### config.mk
export PLATFORM = sky130hd
export DESIGN_NAME = blinf_falloff
export DESIGN_NICKNAME = d
export VERILOG_FILES = /design/src/blinf_pkg.sv /design/src/blinf_falloff.sv
export SDC_FILE = /design/constraint.sdc
export NUM_CORES = 2
export LEC_CHECK = 0
export BUFFER_PORTS_ARGS = -buffer_cell sky130_fd_sc_hd__buf_2
export CAP_MARGIN = 15
export CORE_MARGIN = 8
export CORE_UTILIZATION = 59
export DETAILED_ROUTE_END_ITERATION = 7
export PLACE_DENSITY_LB_ADDON = 0.3
export REMOVE_ABC_BUFFERS = 1
export SLEW_MARGIN = 20
export SYNTH_ARGS = -nofsm -noshare
export SYNTH_HDL_FRONTEND = slang
export SYNTH_SLANG_ARGS = --single-unit
### constraint.sdc
create_clock -name clock -period 14 [get_ports clock]
set_input_delay 2.1 -clock clock [delete_from_list [all_inputs] [get_ports clock]]
set_output_delay 2.1 -clock clock [all_outputs]
set_load 0.02 [all_outputs]
### src/blinf_pkg.sv
// ============================================================================
// blinf_pkg
// Shared constants and types for the box light influence block.
// ============================================================================
`default_nettype none

package blinf_pkg;

   // Default coordinate format: signed Q15.8 in 24 bits.
   localparam int COORD_WIDTH_DEF     = 24;
   localparam int COORD_FRAC_BITS_DEF = 8;

   // Fixed register field widths.
   localparam int CSR_INDEX_W  = 3;
   localparam int CSR_DATA_W   = 32;
   localparam int INV_RADIUS_W = 32;
   localparam int LUM_W        = 17;
   localparam int INFL_W       = 17;

   // Luminosity saturates at 1.0 in Q0.16.
   localparam logic [LUM_W-1:0] LUM_MAX = LUM_W'(65536);

   // Register reset values.
   localparam logic [INV_RADIUS_W-1:0] INV_RADIUS_RST = INV_RADIUS_W'(65536);
   localparam logic [LUM_W-1:0]        LUM_RST        = LUM_W'(32768);

   // Register map.
   typedef enum logic [CSR_INDEX_W-1:0] {
      CSR_LIGHT_POS_X  = 3'd0,
      CSR_LIGHT_POS_Y  = 3'd1,
      CSR_LIGHT_POS_Z  = 3'd2,
      CSR_INV_RADIUS   = 3'd3,
      CSR_LUMINOSITY   = 3'd4,
      CSR_VISIBLE      = 3'd5
   } csr_index_type;

endpackage

`default_nettype wire

### src/blinf_falloff.sv
// ============================================================================
// blinf_falloff
// Back end: approximate distance, linear falloff against the inverse radius
// and scaling by luminosity, over four register stages.
// ============================================================================
`default_nettype none

module blinf_falloff
   import blinf_pkg::*;
#(
   parameter int COORD_WIDTH     = COORD_WIDTH_DEF,
   parameter int COORD_FRAC_BITS = COORD_FRAC_BITS_DEF
) (
   input  wire logic                      clock,
   input  wire logic                      reset,
   input  wire logic                      in_valid,
   input  wire logic [COORD_WIDTH+1:0]    in_dist,
   input  wire logic signed [COORD_WIDTH:0] in_side,
   input  wire logic [INV_RADIUS_W-1:0]   inverse_radius,
   input  wire logic [LUM_W-1:0]          light_luminosity,
   input  wire logic                      light_visible,
   output logic                           out_valid,
   output logic [INFL_W-1:0]              out_influence
);

   localparam int W        = COORD_WIDTH;
   localparam int F        = COORD_FRAC_BITS;
   localparam int DIFF_W   = W + 4;
   localparam int APPROX_W = W + 3;
   localparam int HALF_W   = INV_RADIUS_W / 2;
   localparam int PART_W   = APPROX_W + HALF_W;
   localparam int PROD_W   = APPROX_W + INV_RADIUS_W;
   localparam int SHIFT    = F + 17;
   localparam int FALL_W   = SHIFT + 1;
   localparam int SCALE_W  = LUM_W + FALL_W;
   localparam logic [PROD_W-1:0] ONE = PROD_W'(1) << SHIFT;

   logic                      a_vld_ff;
   logic [APPROX_W-1:0]       approx_ff;
   logic [APPROX_W-1:0]       approx_in;
   logic signed [DIFF_W-1:0]  gap;

   logic                      b_vld_ff;
   logic [PART_W-1:0]         part_lo_ff;
   logic [PART_W-1:0]         part_hi_ff;

   logic                      c_vld_ff;
   logic [PROD_W-1:0]         prod;
   logic [FALL_W-1:0]         falloff_ff;
   logic [FALL_W-1:0]         falloff_in;

   logic                      d_vld_ff;
   logic [LUM_W-1:0]          lum_sat;
   logic [SCALE_W-1:0]        scaled_ff;

   // Distance minus half side, clamped at zero; a negative side adds.
   always_comb begin
      gap       = DIFF_W'({2'b00, in_dist}) - {{3{in_side[W]}}, in_side};
      approx_in = gap[DIFF_W-1] ? '0 : gap[APPROX_W-1:0];
   end

   // Falloff is one minus the product, saturated to zero once it reaches one.
   always_comb begin
      prod       = {part_hi_ff[PART_W-1:0], {HALF_W{1'b0}}}
                 + PROD_W'(part_lo_ff);
      falloff_in = (prod >= ONE) ? '0 : FALL_W'(ONE - prod);
   end

   assign lum_sat = (light_luminosity > LUM_MAX) ? LUM_MAX : light_luminosity;

   // Valid bits.
   always_ff @(posedge clock) begin
      if (reset) begin
         a_vld_ff <= 1'b0;
         b_vld_ff <= 1'b0;
         c_vld_ff <= 1'b0;
         d_vld_ff <= 1'b0;
      end else begin
         a_vld_ff <= in_valid;
         b_vld_ff <= a_vld_ff;
         c_vld_ff <= b_vld_ff;
         d_vld_ff <= c_vld_ff;
      end
   end

   // Payload stages; the wide product is split into two half-width partials.
   always_ff @(posedge clock) begin
      approx_ff  <= approx_in;
      part_lo_ff <= approx_ff * inverse_radius[HALF_W-1:0];
      part_hi_ff <= approx_ff * inverse_radius[INV_RADIUS_W-1:HALF_W];
      falloff_ff <= falloff_in;
      scaled_ff  <= lum_sat * falloff_ff;
   end

   assign out_valid     = d_vld_ff;
   assign out_influence = light_visible ? scaled_ff[SHIFT +: INFL_W] : '0;

   // The falloff never exceeds one.
   a_falloff_range: assert property (@(posedge clock) disable iff (reset)
      c_vld_ff |-> (PROD_W'(falloff_ff) <= ONE))
      else $error("falloff above one");

endmodule

`default_nettype wire

==> flow_summary.toml <==
[worst_setup_path]
start_kind = "primary input"
endpoint_kind = "flop"
cp_top_family = "adder cells"
slowest_delay_ns = 0.66
arrival_ns = 10.08
crit_buf_inv = 8
worstSetupPathType = "primary input to flop"
path_max_fanout = 33
crit_required_ns = 14.43
slowest_stage = "a41oi_1"
crit_top_cell = "fa_1"

[clocking]
cts_buffer_depth = 2
path_clk_slew_ns = 0.08
htree_num_levels = 4
numCtsBuffers = 17
cts_resized = 0
clock_latency_ns = 0.50
cts_hold_buf = 0
cts.sinks = 160
cts_root_buffer = "clkbuf_16"
post_cts_buffers = 0
cts_tree = "built"

[pwr]
pwr_density_cell_nw_per_um2 = 260
p_leak_nw = 24.6
peakVddDrop_mv = 0.356

[die]
io_pins = 122
coreArea_um2 = 80300
initial_core_util_pct = 59.4
num_rows = 104
die_w_um = 300
dieArea_um2 = 90100
die_h_um = 300

[synthesis]
yosys.area.top_type_share_pct = 44.3
synth_top_cell_by_area = "fa_1"
syn_area_um2 = 47700
synth_edf_count = 0
ys_ff_latch = 160
yosysUniqueCellTypes = 78
synth_commonest_cells = "1147 x inv_1, 1054 x fa_1, 953 x nand2_1"
synth_flop_cell = "dfxtp_1"
yosys.cell_count.top_type = "inv_1"
postSynth.asyncResetShare_pct = 0
yosysSeqAreaShare_pct = 6.72
synth_area_per_cell_um2 = 8.76
synthCells = 5439
ys_top_cells_by_area = "fa_1 44%, ha_1 10%, inv_1 9.0%"
synth_warnings = 0

[grt]
grt_usage_pct = 27.9
grt_pass1_wl_mm = 202
antenna_found_initial = 1
grtUsageMet1_pct = 34.7
top_usage_layer = "met2"
grt_util_met2_pct = 48.1
grt_pass1_vias = 39881
met3_usage_pct = 5.15
grt_overflow_total = 0
grt_max_degree = 34

[sta]
setup_viol = 0
tightestPinTransition_ns = 1.12
skew_ns = 0.0141
slew_violations = 0
fmax_mhz = 104
whs_ns = 0.437
period_needed_ns = 9.65
hold_violations = 0
fin_crit_sh_pct = 68.9
slew_headroom_pct = 25.4
rsz0062_at_grt = "false"
totalNegativeSetupSlack_ns = 0

[detailed_routing]
firstDrtPassIters = 6
viasPerCell = 5.65
drtIter0Drc = 2183
drt_wl_total_mm = 121
drc = 0
ant_nets = 0
post_drt_wl_per_cell_um = 18.8
vias = 36248

[placement]
dp_hpwl_mm = 90.7
placed_cell_area_um2 = 48900
portBuffers = 121
globalplace.congestion = 0.933

[cells_and_area]
fill_cells = 6866
drive_gt1_share_pct = 4.68
fin_util_pct = 61.6
num_antenna_cells = 0
fin_nets = 6900
areaGrowthSynthToFinish_pct = 3.85
stdcell_area_um2 = 49500
multi_input_comb_area_um2 = 39100
seq_area_um2 = 3210

[flow_run]
max_cap_viol_count = 0

[status]
status = "complete, no violations"

[hold_path]
hp-class = "flop to flop"
==> sequential cells by signal, indices dropped and copies added, names as in the netlist <==
| register | cells |
|---|---|
| part_hi_ff | 43 |
| part_lo_ff | 43 |
| approx_ff | 27 |
| falloff_ff | 26 |
| scaled_ff | 17 |
| a_vld_ff | 1 |
| b_vld_ff | 1 |
| c_vld_ff | 1 |
| out_valid | 1 |
==> cells by family (layout without fill, tap and decap cells) <==
kind of cell,after synthesis,count (layout),share of synthesized area [%]
XOR/XNOR,151,151,2.78
multiplexers,10,10,0.215
AO/OA/AOI/OAI,452,452,6.31
flip-flops,160,160,6.72
adder cells (fa/ha/maj),1450,1450,54.7
buffers and inverters,1424,1344,11.3
AND/OR/NAND/NOR,1792,1792,18.0
==> final timing paths <==
check / from / to / slack, ns / cells after the start
max reg2reg: approx_ff[6]$_SDFF_PP0_ / part_lo_ff[40]$_DFF_P_ / 6.12 / 24
max: light_luminosity[16] / scaled_ff[40]$_DFF_P_ / 4.35 / 29
min: c_vld_ff$_SDFF_PP0_ / out_valid$_SDFF_PP0_ / 0.44 / 1
min reg2reg: c_vld_ff$_SDFF_PP0_ / out_valid$_SDFF_PP0_ / 0.44 / 1
==> cell usage in the layout, fill, tap and decap left out, types with 6 or more instances in the layout <==
master	n
nor3_2	20
o21a_1	27
buf_2	121
mux2i_1	8
a21oi_1	124
a21o_1	86
a31oi_1	19
nor2_1	114
fa_1	1054
nand2b_1	20
nand4_1	21
clkbuf_16	17
a211o_1	10
o31ai_1	8
nor3_1	47
o2111ai_1	8
buf_4	44
and2_1	462
nor3b_1	6
ha_1	396
and3_1	22
dfxtp_1	153
or3_1	12
o211ai_1	13
nand3_1	30
xnor2_1	96
o21ai_0	65
nand2_1	953
inv_6	7
o21bai_1	19
dfxtp_2	7
nor4_1	12
a211oi_1	13
nand3b_1	7
nor2b_1	40
or2_2	10
inv_1	1147
xor2_1	54
==> power by group <==
part,internal (W),total (W),leakage (nW),switching (W)
sequential,0.000761,0.000913,1.33,0.000152
combinational,0.00481,0.0115,23.0,0.00666
clock,0.000252,0.000491,0.284,0.000239
total,0.00582,0.0129,24.6,0.00705
==> through the flow <==
stage,instances,setup WS [ns],power (W)
2_1_floorplan,5162,4.59,0.00946
3_5_place_dp,6387,3.97,0.0123
6_report,6419,4.35,0.0129
4_1_cts,6419,4.47,0.0129
5_1_grt,6419,3.87,0.0144
3_3_place_gp,6387,4.11,0.0121
==> layout make-up <==
cell class | count | area share [%]
Sequential cell | 160 | 6.49
Inverter | 1147 | 8.70
Tap cell | 1060 | 2.68
Clock buffer | 17 | 0.860
Timing Repair Buffer | 165 | 1.89
Clock inverter | 15 | 0.339
Multi-Input combinational cell | 3855 | 79.0
==> routing by layer <==
metal	vias to the layer above	wire length, um
li1	16062	-
met2	1478	59400
met1	18349	46800
met3	359	9770
met5	-	0
met4	0	4810
Note: power is estimated with default switching activity, not from simulation.
