## src/blinf_pkg.sv

```systemverilog
// ============================================================================
// blinf_pkg
// Shared constants and types for the box light influence block.
// ============================================================================
`default_nettype none

package blinf_pkg;

   // Default coordinate format: signed Q15.8 in 24 bits.
   localparam int COORD_WIDTH_DEF     = 24;
   localparam int COORD_FRAC_BITS_DEF = 8;

   // Fixed register field widths.
   localparam int CSR_INDEX_W  = 3;
   localparam int CSR_DATA_W   = 32;
   localparam int INV_RADIUS_W = 32;
   localparam int LUM_W        = 17;
   localparam int INFL_W       = 17;

   // Luminosity saturates at 1.0 in Q0.16.
   localparam logic [LUM_W-1:0] LUM_MAX = LUM_W'(65536);

   // Register reset values.
   localparam logic [INV_RADIUS_W-1:0] INV_RADIUS_RST = INV_RADIUS_W'(65536);
   localparam logic [LUM_W-1:0]        LUM_RST        = LUM_W'(32768);

   // Register map.
   typedef enum logic [CSR_INDEX_W-1:0] {
      CSR_LIGHT_POS_X  = 3'd0,
      CSR_LIGHT_POS_Y  = 3'd1,
      CSR_LIGHT_POS_Z  = 3'd2,
      CSR_INV_RADIUS   = 3'd3,
      CSR_LUMINOSITY   = 3'd4,
      CSR_VISIBLE      = 3'd5
   } csr_index_type;

endpackage

`default_nettype wire

```

## src/blinf_front.sv

```systemverilog
// ============================================================================
// blinf_front
// Box front end: light-to-center offsets, their squares and sum, and the
// largest box side, over three register stages.
// ============================================================================
`default_nettype none

module blinf_front
   import blinf_pkg::*;
#(
   parameter int COORD_WIDTH = COORD_WIDTH_DEF
) (
   input  wire logic                          clock,
   input  wire logic                          reset,
   input  wire logic                          in_valid,
   input  wire logic signed [COORD_WIDTH-1:0] box_min [3],
   input  wire logic signed [COORD_WIDTH-1:0] box_max [3],
   input  wire logic signed [COORD_WIDTH-1:0] light_pos [3],
   output logic                               out_valid,
   output logic [2*COORD_WIDTH+3:0]           out_radicand,
   output logic signed [COORD_WIDTH:0]        out_side
);

   localparam int W     = COORD_WIDTH;
   localparam int DIFF_W = W + 2;
   localparam int MAG_W  = W + 1;
   localparam int SQ_W   = 2 * W + 2;
   localparam int RAD_W  = 2 * W + 4;

   // Stage 1 registers: offset magnitudes and per-axis sizes.
   logic                     s1_vld_ff;
   logic [MAG_W-1:0]         mag_ff [3];
   logic [MAG_W-1:0]         mag_in [3];
   logic signed [W:0]        size_ff [3];
   logic signed [W:0]        size_in [3];

   // Stage 2 registers: squares and the largest side.
   logic                     s2_vld_ff;
   logic [SQ_W-1:0]          sq_ff [3];
   logic [SQ_W-1:0]          sq_in [3];
   logic signed [W:0]        side_ff;
   logic signed [W:0]        side_in;

   // Stage 3 registers: sum of squares.
   logic                     s3_vld_ff;
   logic [RAD_W-1:0]         rad_ff;
   logic [RAD_W-1:0]         rad_in;
   logic signed [W:0]        side2_ff;

   logic signed [DIFF_W-1:0] two_pos;
   logic signed [DIFF_W-1:0] pair_sum;
   logic signed [DIFF_W-1:0] offset;
   logic [DIFF_W-1:0]        neg_offset;

   // Offset 2*pos - (min + max) is the center distance in half units.
   always_comb begin
      two_pos    = '0;
      pair_sum   = '0;
      offset     = '0;
      neg_offset = '0;
      for (int a = 0; a < 3; a++) begin
         two_pos    = {light_pos[a][W-1], light_pos[a], 1'b0};
         pair_sum   = {{2{box_min[a][W-1]}}, box_min[a]}
                    + {{2{box_max[a][W-1]}}, box_max[a]};
         offset     = two_pos - pair_sum;
         neg_offset = DIFF_W'(-offset);
         mag_in[a]  = offset[DIFF_W-1] ? neg_offset[MAG_W-1:0] : offset[MAG_W-1:0];
         size_in[a] = {box_max[a][W-1], box_max[a]} - {box_min[a][W-1], box_min[a]};
      end
   end

   // Squares of the magnitudes and the largest side (first axis wins ties).
   always_comb begin
      for (int a = 0; a < 3; a++) begin
         sq_in[a] = mag_ff[a] * mag_ff[a];
      end
      side_in = size_ff[0];
      if (size_ff[1] > side_in) begin
         side_in = size_ff[1];
      end
      if (size_ff[2] > side_in) begin
         side_in = size_ff[2];
      end
   end

   // Sum of the three squares.
   assign rad_in = RAD_W'(sq_ff[0]) + RAD_W'(sq_ff[1]) + RAD_W'(sq_ff[2]);

   // Valid bits.
   always_ff @(posedge clock) begin
      if (reset) begin
         s1_vld_ff <= 1'b0;
         s2_vld_ff <= 1'b0;
         s3_vld_ff <= 1'b0;
      end else begin
         s1_vld_ff <= in_valid;
         s2_vld_ff <= s1_vld_ff;
         s3_vld_ff <= s2_vld_ff;
      end
   end

   // Payload stages.
   always_ff @(posedge clock) begin
      for (int a = 0; a < 3; a++) begin
         mag_ff[a]  <= mag_in[a];
         size_ff[a] <= size_in[a];
         sq_ff[a]   <= sq_in[a];
      end
      side_ff  <= side_in;
      rad_ff   <= rad_in;
      side2_ff <= side_ff;
   end

   assign out_valid    = s3_vld_ff;
   assign out_radicand = rad_ff;
   assign out_side     = side2_ff;

endmodule

`default_nettype wire

```

## config.mk

```make
export PLATFORM = sky130hd
export DESIGN_NAME = blinf_front
export DESIGN_NICKNAME = d
export VERILOG_FILES = /design/src/blinf_pkg.sv /design/src/blinf_front.sv
export SDC_FILE = /design/constraint.sdc
export NUM_CORES = 2
export LEC_CHECK = 0
export BUFFER_PORTS_ARGS = -buffer_cell sky130_fd_sc_hd__buf_4
export CORE_MARGIN = 1
export CORE_UTILIZATION = 50
export DETAILED_ROUTE_END_ITERATION = 10
export HOLD_SLACK_MARGIN = 0.03
export PLACE_DENSITY = 0.71
export SLEW_MARGIN = 20
export SYNTH_ARGS = -nofsm -noshare
export SYNTH_HDL_FRONTEND = slang
export SYNTH_SLANG_ARGS = --single-unit
```

## constraint.sdc

```tcl
create_clock -name clock -period 6.9 [get_ports clock]
set_clock_uncertainty 0.2 [all_clocks]
set_input_delay 1.38 -clock clock [delete_from_list [all_inputs] [get_ports clock]]
set_output_delay 1.38 -clock clock [all_outputs]
set_load 0.02 [all_outputs]
```

==> flow_metrics.env <==
export IMPL_clock_root_buffer="clkbuf_16"
export IMPL_ff2ff_setup_slack_ps=-150
export IMPL_crit_fanout=7
export IMPL_failing_checks="negative setup slack"
export IMPL_finalWorstSetupSlack_ps=-152
export IMPL_synthTopCellsByCount="2,311 x inv_1, 1,525 x fa_1, 877 x ha_1, 661 x nand2_1, 404 x and2_1"
export IMPL_synthMostInstantiatedCell="inv_1"
export IMPL_synth_top_cell_area_share=0.387
export IMPL_routed_via_count=61200
export IMPL_globalRouteTotalUtil=0.273
export IMPL_layout_nets=12300
export IMPL_antenna_left=0
export IMPL_die_area_um2=159000
export IMPL_synth_top_flop_cell="dfxtp_1"
export IMPL_ctsLongestPathBuffers=3
export IMPL_achievable_frequency_ghz=0.142
export IMPL_grt_start_max_net_pins=25
export IMPL_synth_edf_count=0
export IMPL_place_congestion=0.968
export IMPL_synthesis_area_um2=78900
export IMPL_clock_period_minus_worst_slack_ps=7050
export IMPL_ios=297
export IMPL_timing_worst_setup_path_type="flop to flop"
export IMPL_vias_per_cell=5.20
export IMPL_initialDrtViolationCount=3525
export IMPL_max_cap_violations=0
export IMPL_final_hold_viols=0
export IMPL_worst_slew_pin_transition_ps=1190
export IMPL_yosys_register_bits=402
export IMPL_post_synth_main_area_contributors="fa_1 39%, ha_1 14%, inv_1 11%"
export IMPL_stdcell_count=11800
export IMPL_port_buffer_count=296
export IMPL_drive_gt1_frac=0.186
export IMPL_wl_um=217000
export IMPL_dp_cells=11500
export IMPL_holdCritPathClass="flop to flop"
export IMPL_std_cell_rows=145
export IMPL_global_route_overflow_total=0
export IMPL_worstSkewPairLatency_ps=670
export IMPL_synth_top_area_cell="fa_1"
export IMPL_drc=0
export IMPL_area_growth_from_synthesis_to_layout_pct=19.8
export IMPL_cts_tree="done"
export IMPL_first_pass_grt_wire_length_um=341000
export IMPL_status="finished, violations left"
export IMPL_timing_critical_path_arrival_ps=7390
export IMPL_vias_in_the_first_global_route=65700
export IMPL_cts_hold_buf=0
export IMPL_maxSlewViolCount=0
export IMPL_design_core_area_um2=156000
export IMPL_start_util=0.505
export IMPL_syn_mean_instance_area_um2=9.14
export IMPL_synth_sequential_area_ratio=0.102
export IMPL_htree_num_levels=2
export IMPL_critPathLaunchType="flop"
export IMPL_cts_inserted_buffers=48
export IMPL_wl_per_cell_um=18.4
export IMPL_detailedPlacementHpwl_um=183000
export IMPL_post_route_period_util=1.02
export IMPL_async_flop_share=0
export IMPL_synth_cell_types=97
export IMPL_clock_sinks=402
export IMPL_rsz0062_at_grt="yes"
export IMPL_dieHeight_um=399
export IMPL_drt_pass1_iterations=6
export IMPL_critical_path_required_ps=7240
export IMPL_max_slew_margin_vs_limit=0.204
export IMPL_yosysWarningCount=0
export IMPL_setup_violations_final=23
export IMPL_postSynthCellCount=8631
export IMPL_die_width_um=399
export IMPL_worst_setup_path_end_kind="flop"
export IMPL_number_of_antenna_violations_at_the_first_check_in_global_routing=17
export IMPL_clk_pin_slew_ps=70
export IMPL_layout_core_utilization=0.605
logic make-up after synthesis:
logic type	synth area share
AO/OA/AOI/OAI	0.0902
buffers and inverters	0.120
other	0.0000475
AND/OR/NAND/NOR	0.110
adder cells (fa/ha/maj)	0.526
multiplexers	0.00783
flip-flops	0.102
XOR/XNOR	0.0433
flip-flops by register name, summed over array words and instances (netlist names):
signal,count
s1_vld_ff,1
s2_vld_ff,1
size_ff,75
sq_ff,147
mag_ff,75
out_radicand,52
side_ff,25
out_side,25
out_valid,1
final cells by class:
type                    count  area (um2)
diodes                      3        7.51
multi-input cells        5705       63300
fillers                 12800       61800
clock buffers              55        1280
clock inverters            32         390
well taps                2058        2570
inverters                2311        8690
repair buffers           1196       10100
flip-flops and latches    402        8220
cells in the final DEF (no fill, tap or decap), drive strengths merged, types with 61 or more instances in the layout:
cell type,count
inv,2318
fa,1525
buf,1190
ha,877
nand2,661
and2,404
dfxtp,402
a21oi,328
nor2,270
xnor2,259
o21ai,183
a21o,174
xor2,130
nor3,68
nor2b,66
o21bai,61
nand3,61
routing by layer:
layer	wire length [um]	track usage	share of wire
met1	86400	0.345	0.40
met2	103000	0.456	0.47
met3	15100	0.0439	0.070
met4	12300	0.133	0.057
met5	42	0	0.00019
critical path: stages (launching register included):
cell	delay (ps)
dfxtp_4	500
buf_6	150
and2_4	140
inv_1	50
fa_1	500
inv_1	50
fa_1	520
fa_1	540
inv_1	50
fa_1	500
inv_1	60
fa_2	470
fa_1	580
inv_2	60
fa_2	530
inv_2	50
ha_4	280
nand2_4	60
nor3_4	210
nand3_1	120
a211o_1	350
a21oi_4	250
o21ai_4	100
o211ai_1	210
buf_4	170
buf_4	110
buf_6	70
nor2_1	30
stage by stage:
step	setup TNS [ps]	area [um2]	hold WS (ps)	setup WS (ps)
finish	-1950	94600	129	-152
global route	-9630	94500	132	-370
CTS	-1570	92700	128	-201
detailed placement	-17750	89200	112	-619
global placement	-13470	89200	111	-512
floorplan	-63.6	79100	110	-63.6
final timing paths:
kind                       from      endpoint  cells after the start
setup reg to reg  mag_ff[0][15]  sq_ff[0][40]                     27
setup / recovery  mag_ff[0][15]  sq_ff[0][40]                     27
hold / removal      side_ff[21]  out_side[21]                      0
hold reg to reg     side_ff[21]  out_side[21]                      0
what timing repair did:
action / in CTS / in global routing
buffers inserted: 73 / 62
setup endpoints to repair: 62 / 67
gates resized for setup: 339 / 382
pin swaps: 145 / 269
gates cloned: 5 / 4
Power is left out: the tool's default activity adds up to more than one toggle a clock period on the data nets, which glitch-free logic cannot reach.
