<file path="src/blinf_pkg.sv">
// ============================================================================
// blinf_pkg
// Shared constants and types for the box light influence block.
// ============================================================================
`default_nettype none

package blinf_pkg;

   // Default coordinate format: signed Q15.8 in 24 bits.
   localparam int COORD_WIDTH_DEF     = 24;
   localparam int COORD_FRAC_BITS_DEF = 8;

   // Fixed register field widths.
   localparam int CSR_INDEX_W  = 3;
   localparam int CSR_DATA_W   = 32;
   localparam int INV_RADIUS_W = 32;
   localparam int LUM_W        = 17;
   localparam int INFL_W       = 17;

   // Luminosity saturates at 1.0 in Q0.16.
   localparam logic [LUM_W-1:0] LUM_MAX = LUM_W'(65536);

   // Register reset values.
   localparam logic [INV_RADIUS_W-1:0] INV_RADIUS_RST = INV_RADIUS_W'(65536);
   localparam logic [LUM_W-1:0]        LUM_RST        = LUM_W'(32768);

   // Register map.
   typedef enum logic [CSR_INDEX_W-1:0] {
      CSR_LIGHT_POS_X  = 3'd0,
      CSR_LIGHT_POS_Y  = 3'd1,
      CSR_LIGHT_POS_Z  = 3'd2,
      CSR_INV_RADIUS   = 3'd3,
      CSR_LUMINOSITY   = 3'd4,
      CSR_VISIBLE      = 3'd5
   } csr_index_type;

endpackage

`default_nettype wire

</file>
<file path="src/blinf_sqrt.sv">
// ============================================================================
// blinf_sqrt
// Pipelined floor square root, one result bit per stage, with a side tag
// that travels alongside each item.
// ============================================================================
`default_nettype none

module blinf_sqrt
   import blinf_pkg::*;
#(
   parameter int ROOT_W = COORD_WIDTH_DEF + 2,
   parameter int TAG_W  = COORD_WIDTH_DEF + 1
) (
   input  wire logic                  clock,
   input  wire logic                  reset,
   input  wire logic                  in_valid,
   input  wire logic [2*ROOT_W-1:0]   in_radicand,
   input  wire logic [TAG_W-1:0]      in_tag,
   output logic                       out_valid,
   output logic [ROOT_W-1:0]          out_root,
   output logic [TAG_W-1:0]           out_tag
);

   localparam int RAD_W  = 2 * ROOT_W;
   localparam int REM_W  = ROOT_W + 1;
   localparam int CALC_W = ROOT_W + 3;

   logic             vld_ff  [ROOT_W];
   logic [TAG_W-1:0] tag_ff  [ROOT_W];
   logic [RAD_W-1:0] rad_ff  [ROOT_W];
   logic [RAD_W-1:0] rad_in  [ROOT_W];
   logic [REM_W-1:0] rem_ff  [ROOT_W];
   logic [REM_W-1:0] rem_in  [ROOT_W];
   logic [ROOT_W-1:0] root_ff [ROOT_W];
   logic [ROOT_W-1:0] root_in [ROOT_W];

   // Stage inputs: the first stage starts from the radicand, the others
   // from the stage before.
   logic [RAD_W-1:0]  src_rad  [ROOT_W];
   logic [REM_W-1:0]  src_rem  [ROOT_W];
   logic [ROOT_W-1:0] src_root [ROOT_W];

   logic [CALC_W-1:0] rem_shift;
   logic [CALC_W-1:0] trial;
   logic [CALC_W-1:0] rem_diff;
   logic              fits;

   always_comb begin
      src_rad[0]  = in_radicand;
      src_rem[0]  = '0;
      src_root[0] = '0;
      for (int k = 1; k < ROOT_W; k++) begin
         src_rad[k]  = rad_ff[k-1];
         src_rem[k]  = rem_ff[k-1];
         src_root[k] = root_ff[k-1];
      end
   end

   // Restoring root step in every stage: bring down two radicand bits and
   // try 4*root + 1 against the partial remainder.
   always_comb begin
      rem_shift = '0;
      trial     = '0;
      rem_diff  = '0;
      fits      = 1'b0;
      for (int k = 0; k < ROOT_W; k++) begin
         rem_shift  = {src_rem[k], src_rad[k][RAD_W-1 -: 2]};
         trial      = {1'b0, src_root[k], 2'b01};
         rem_diff   = rem_shift - trial;
         fits       = (rem_shift >= trial);
         rem_in[k]  = fits ? rem_diff[REM_W-1:0] : rem_shift[REM_W-1:0];
         root_in[k] = {src_root[k][ROOT_W-2:0], fits};
         rad_in[k]  = {src_rad[k][RAD_W-3:0], 2'b00};
      end
   end

   // Valid bits travel with the data.
   always_ff @(posedge clock) begin
      if (reset) begin
         for (int k = 0; k < ROOT_W; k++) begin
            vld_ff[k] <= 1'b0;
         end
      end else begin
         vld_ff[0] <= in_valid;
         for (int k = 1; k < ROOT_W; k++) begin
            vld_ff[k] <= vld_ff[k-1];
         end
      end
   end

   // Stage payload.
   always_ff @(posedge clock) begin
      tag_ff[0] <= in_tag;
      for (int k = 1; k < ROOT_W; k++) begin
         tag_ff[k] <= tag_ff[k-1];
      end
      for (int k = 0; k < ROOT_W; k++) begin
         rad_ff[k]  <= rad_in[k];
         rem_ff[k]  <= rem_in[k];
         root_ff[k] <= root_in[k];
      end
   end

   assign out_valid = vld_ff[ROOT_W-1];
   assign out_root  = root_ff[ROOT_W-1];
   assign out_tag   = tag_ff[ROOT_W-1];

   // Every valid root goes back to a radicand that went through all the root stages.
   a_root_latency: assert property (@(posedge clock) disable iff (reset)
      out_valid |-> $past(in_valid, ROOT_W))
      else $error("root valid without matching entry");

endmodule

`default_nettype wire

</file>
<file path="config.mk">
export PLATFORM = sky130hd
export DESIGN_NAME = blinf_sqrt
export DESIGN_NICKNAME = d
export VERILOG_FILES = /design/src/blinf_pkg.sv /design/src/blinf_sqrt.sv
export SDC_FILE = /design/constraint.sdc
export NUM_CORES = 2
export LEC_CHECK = 0
export ABC_AREA = 0
export ABC_CLOCK_PERIOD_IN_PS = 3250
export BUFFER_PORTS_ARGS = -buffer_cell sky130_fd_sc_hd__buf_4
export CORE_MARGIN = 2
export CORE_UTILIZATION = 55
export DETAILED_ROUTE_END_ITERATION = 12
export PLACE_DENSITY_LB_ADDON = 0.1
export SYNTH_ARGS = -nofsm -noshare
export SYNTH_HDL_FRONTEND = slang
export SYNTH_SLANG_ARGS = --single-unit
export TNS_END_PERCENT = 1
</file>
<file path="constraint.sdc">
create_clock -name clock -period 3.25 [get_ports clock]
set_input_delay 0 -clock clock [delete_from_list [all_inputs] [get_ports clock]]
set_output_delay 0 -clock clock [all_outputs]
set_load 0.1 [all_outputs]
</file>
==> impl_metrics.tcl <==
set metrics [dict create \
    detail_route.iter0.violations 2186 \
    min_path_cells 3 \
    yosys.cell_types.count 92 \
    routed_via_density 4.99 \
    mappedNetlistArea_um2 73500 \
    grt_pass1_wl_um 218000 \
    outcome "completed" \
    number_of_nets_in_the_finished_design 7410 \
    final.period_utilization_pct 97.5 \
    synthTopCellsByArea "sky130_fd_sc_hd__dfxtp_1, sky130_fd_sc_hd__ha_1, sky130_fd_sc_hd__xnor2_1" \
    clock_latency_ns 0.83 \
    globalRoute.busiestLayer "met2" \
    place.gp.congestion 0.855 \
    register_to_register_setup_slack_ns 0.08 \
    insertedDiodeCount 0 \
    clkTransAtPathRegs_ns 0.06 \
    grt_util_met1_pct 24.8 \
    grt_max_degree 44 \
    avgRoutedWirePerCell_um 15.0 \
    ant_nets 0 \
    clock-root-buffer "sky130_fd_sc_hd__clkbuf_16" \
    drt_wl_total_um 134000 \
    synth_enable_flop_cells 0 \
    timing.hold.worst.class "in -> reg" \
    ys_seq_elements 2315 \
    synth_most_common_cell "sky130_fd_sc_hd__dfxtp_1" \
    cp_max_fo 25 \
    area_share_of_the_largest_cell_type_after_synthesis_pct 63.0 \
    via_total_after_detailed_routing 44500 \
    peakVddDrop_uv 536 \
    synth.cells.most_frequent "sky130_fd_sc_hd__dfxtp_1, sky130_fd_sc_hd__inv_1, sky130_fd_sc_hd__ha_1" \
    worstReg2RegEnd "rem_ff[0][391]" \
    worst_r2r_startpoint "root_ff[0][338]" \
    finalHoldViolations 0 \
    cts_buffer_depth 3 \
    netlist_instances 6514 \
    detail_route.first_pass.iterations 6 \
    cts_buffers 215 \
    rsz_0062_raised_after_global_routing "true" \
    tritoncts "yes" \
    worst-endpoint-arrival_ns 3.82 \
    area_growth_syn_to_layout_pct 17.4 \
    postSynthNetCount 6973 \
    syn-mean-instance-area_um2 11.3 \
    ys_async_sr_fraction_pct 0 \
    hold-path-endpoint "vld_ff[0][3]" \
    floorplan.die.height_um 370 \
    dp_hpwl_um 95500 \
    worst-setup-path-type "reg -> reg" \
    max_freq_ghz 0.316 \
    worstPathRequired_ns 3.90 \
    slew_worst_pin_ns 1.12 \
    synth_area_leader "sky130_fd_sc_hd__dfxtp_1" \
    worst_slew_margin_rel_pct 23.8 \
    fin_skew_ns 0.0621 \
    synth_ff_type "sky130_fd_sc_hd__dfxtp_1" \
    design.core.area_um2 133000 \
    cellLeakagePower_uw 0.0400 \
    crit_path_end_kind "register" \
    initial_core_util_pct 55.2 \
    worstSetupStartpointType "register" \
    top_level_ports 132 \
    die_width_um 370 \
    min_from "reset" \
    ratio_of_total_power_to_cell_area_nw_per_um2 823 \
    use_met2_pct 33.6 \
    finalSetupViolCount 0 \
    timing.setup.tns_ns 0 \
    track_usage_pct 19.5 \
    globalRouteOverflowTotal 0 \
    final-max-slew-violation-count 0 \
    htreeDepth 4 \
    die_area_um2 137000 \
    floorplan.rows 134 \
    yosysWarningCount 0 \
    design_power_total_uw 71000 \
    final.min_clock_period_ns 3.17 \
    initial_antenna_violation_count 2 \
    fraction_of_layout_instances_using_a_drive_strength_above_1_pct 10.4 \
    synth-seq-area-share_pct 63.0 \
    placement.io_buffers 131 \
    tritoncts_num_sinks 2315 \
    remaining_drc_errors 0 \
    max-cap-violations 0 \
    worstRegToRegCells 10 \
    grt_util_met3_pct 3.21 \
    first_global_vias 43900 \
]
-- how the worst max path moves through the flow --
stage,slack (ns),end,startpoint
2_1_floorplan,0.30,rem_ff[1][227],root_ff[1][182]
3_3_place_gp,-0.22,rem_ff[0][369],root_ff[0][319]
3_5_place_dp,-0.13,rem_ff[0][369],root_ff[0][319]
4_1_cts,0.07,rem_ff[1][185],root_ff[1][131]
5_1_grt,-0.07,rem_ff[0][369],root_ff[0][319]
6_report,0.08,rem_ff[0][391],root_ff[0][338]
-- cells in the final DEF, fill, tap and decap left out, types with 159 or more instances in the layout --
cell type                          n
sky130_fd_sc_hd__dfxtp_1        2315
sky130_fd_sc_hd__inv_1           464
sky130_fd_sc_hd__nor2_1          377
sky130_fd_sc_hd__ha_1            377
sky130_fd_sc_hd__a21oi_1         364
sky130_fd_sc_hd__nand2_1         319
sky130_fd_sc_hd__xnor2_1         262
sky130_fd_sc_hd__o21ai_0         257
sky130_fd_sc_hd__xor2_1          249
sky130_fd_sc_hd__clkbuf_16       216
sky130_fd_sc_hd__buf_4           201
sky130_fd_sc_hd__dlygate4sd3_1   159
-- critical path: stages, from the launching register on --
cell                       delay, ns
sky130_fd_sc_hd__dfxtp_1        0.32
sky130_fd_sc_hd__inv_1          0.04
sky130_fd_sc_hd__ha_1           0.34
sky130_fd_sc_hd__o21a_1         0.15
sky130_fd_sc_hd__o21ai_0        0.14
sky130_fd_sc_hd__a211oi_1       0.49
sky130_fd_sc_hd__nor4b_2        0.13
sky130_fd_sc_hd__nor4_1         0.57
sky130_fd_sc_hd__a21oi_2        0.15
sky130_fd_sc_hd__buf_4          0.25
sky130_fd_sc_hd__o31ai_1        0.41
-- stage by stage --
stage          instances  utilization (%)  setup WS, ns  area, um^2  hold slack, ns
5_1_grt             8906             64.8       -0.0672       86300          0.0462
2_1_floorplan       6514                -         0.298       73500          0.0277
3_3_place_gp        8342             57.6        -0.222       76700           0.104
3_5_place_dp        8342             57.6        -0.131       76700           0.105
4_1_cts             8905             64.8        0.0708       86200         0.00395
6_report            8906             64.8        0.0811       86300          0.0663
-- routing by layer --
| layer | vias to the layer above | share of wire, % |
|---|---|---|
| li1 | 22900 | - |
| met1 | 20500 | 46 |
| met5 | - | 0 |
| met2 | 775 | 48 |
| met4 | 0 | 2.8 |
| met3 | 253 | 3.7 |
-- state kept, by name, indices dropped and copies added, names as in the netlist --
register / count
root_ff: 351
tag_ff: 650
rem_ff: 638
vld_ff: 26
rad_ff: 650
-- kinds of logic (layout without fill, tap and decap cells) --
group,after synthesis,in the layout,synth area share (%)
other,1,1,0.00510
flip-flops,2315,2315,63.0
AO/OA/AOI/OAI,1139,1139,9.69
buffers and inverters,612,1236,3.40
adder cells (fa/ha/maj),379,379,6.45
XOR/XNOR,511,511,6.09
multiplexers,78,78,1.18
AND/OR/NAND/NOR,1479,1479,10.2
-- where the power goes --
part	total (uW)	internal [uW]	switching (uW)
Combinational	9390	4290	5090
Sequential	34700	32100	2570
Clock	26900	16200	10800
Total	71000	52600	18400
-- area by class of cell --
type                       instances  area, um^2
clock inverter                   129        2010
multi-input combinational       3587       24800
tap                             1768        2210
timing repair buffer             368        3240
fill                           10300       46800
clock buffer                     275        5970
inverter                         464        1740
sequential                      2315       46300
-- repair_timing --
| item | in CTS | in global routing |
|---|---|---|
| resized for setup | 3 | 19 |
| buffers inserted | 0 | 1 |
| endpoints found under the hold margin | 104 | 0 |
| setup endpoints to repair | 11 | 64 |
| pin swaps | 0 | 10 |
| hold buffers | 159 | 0 |
Power figures use the tool's default switching activity.
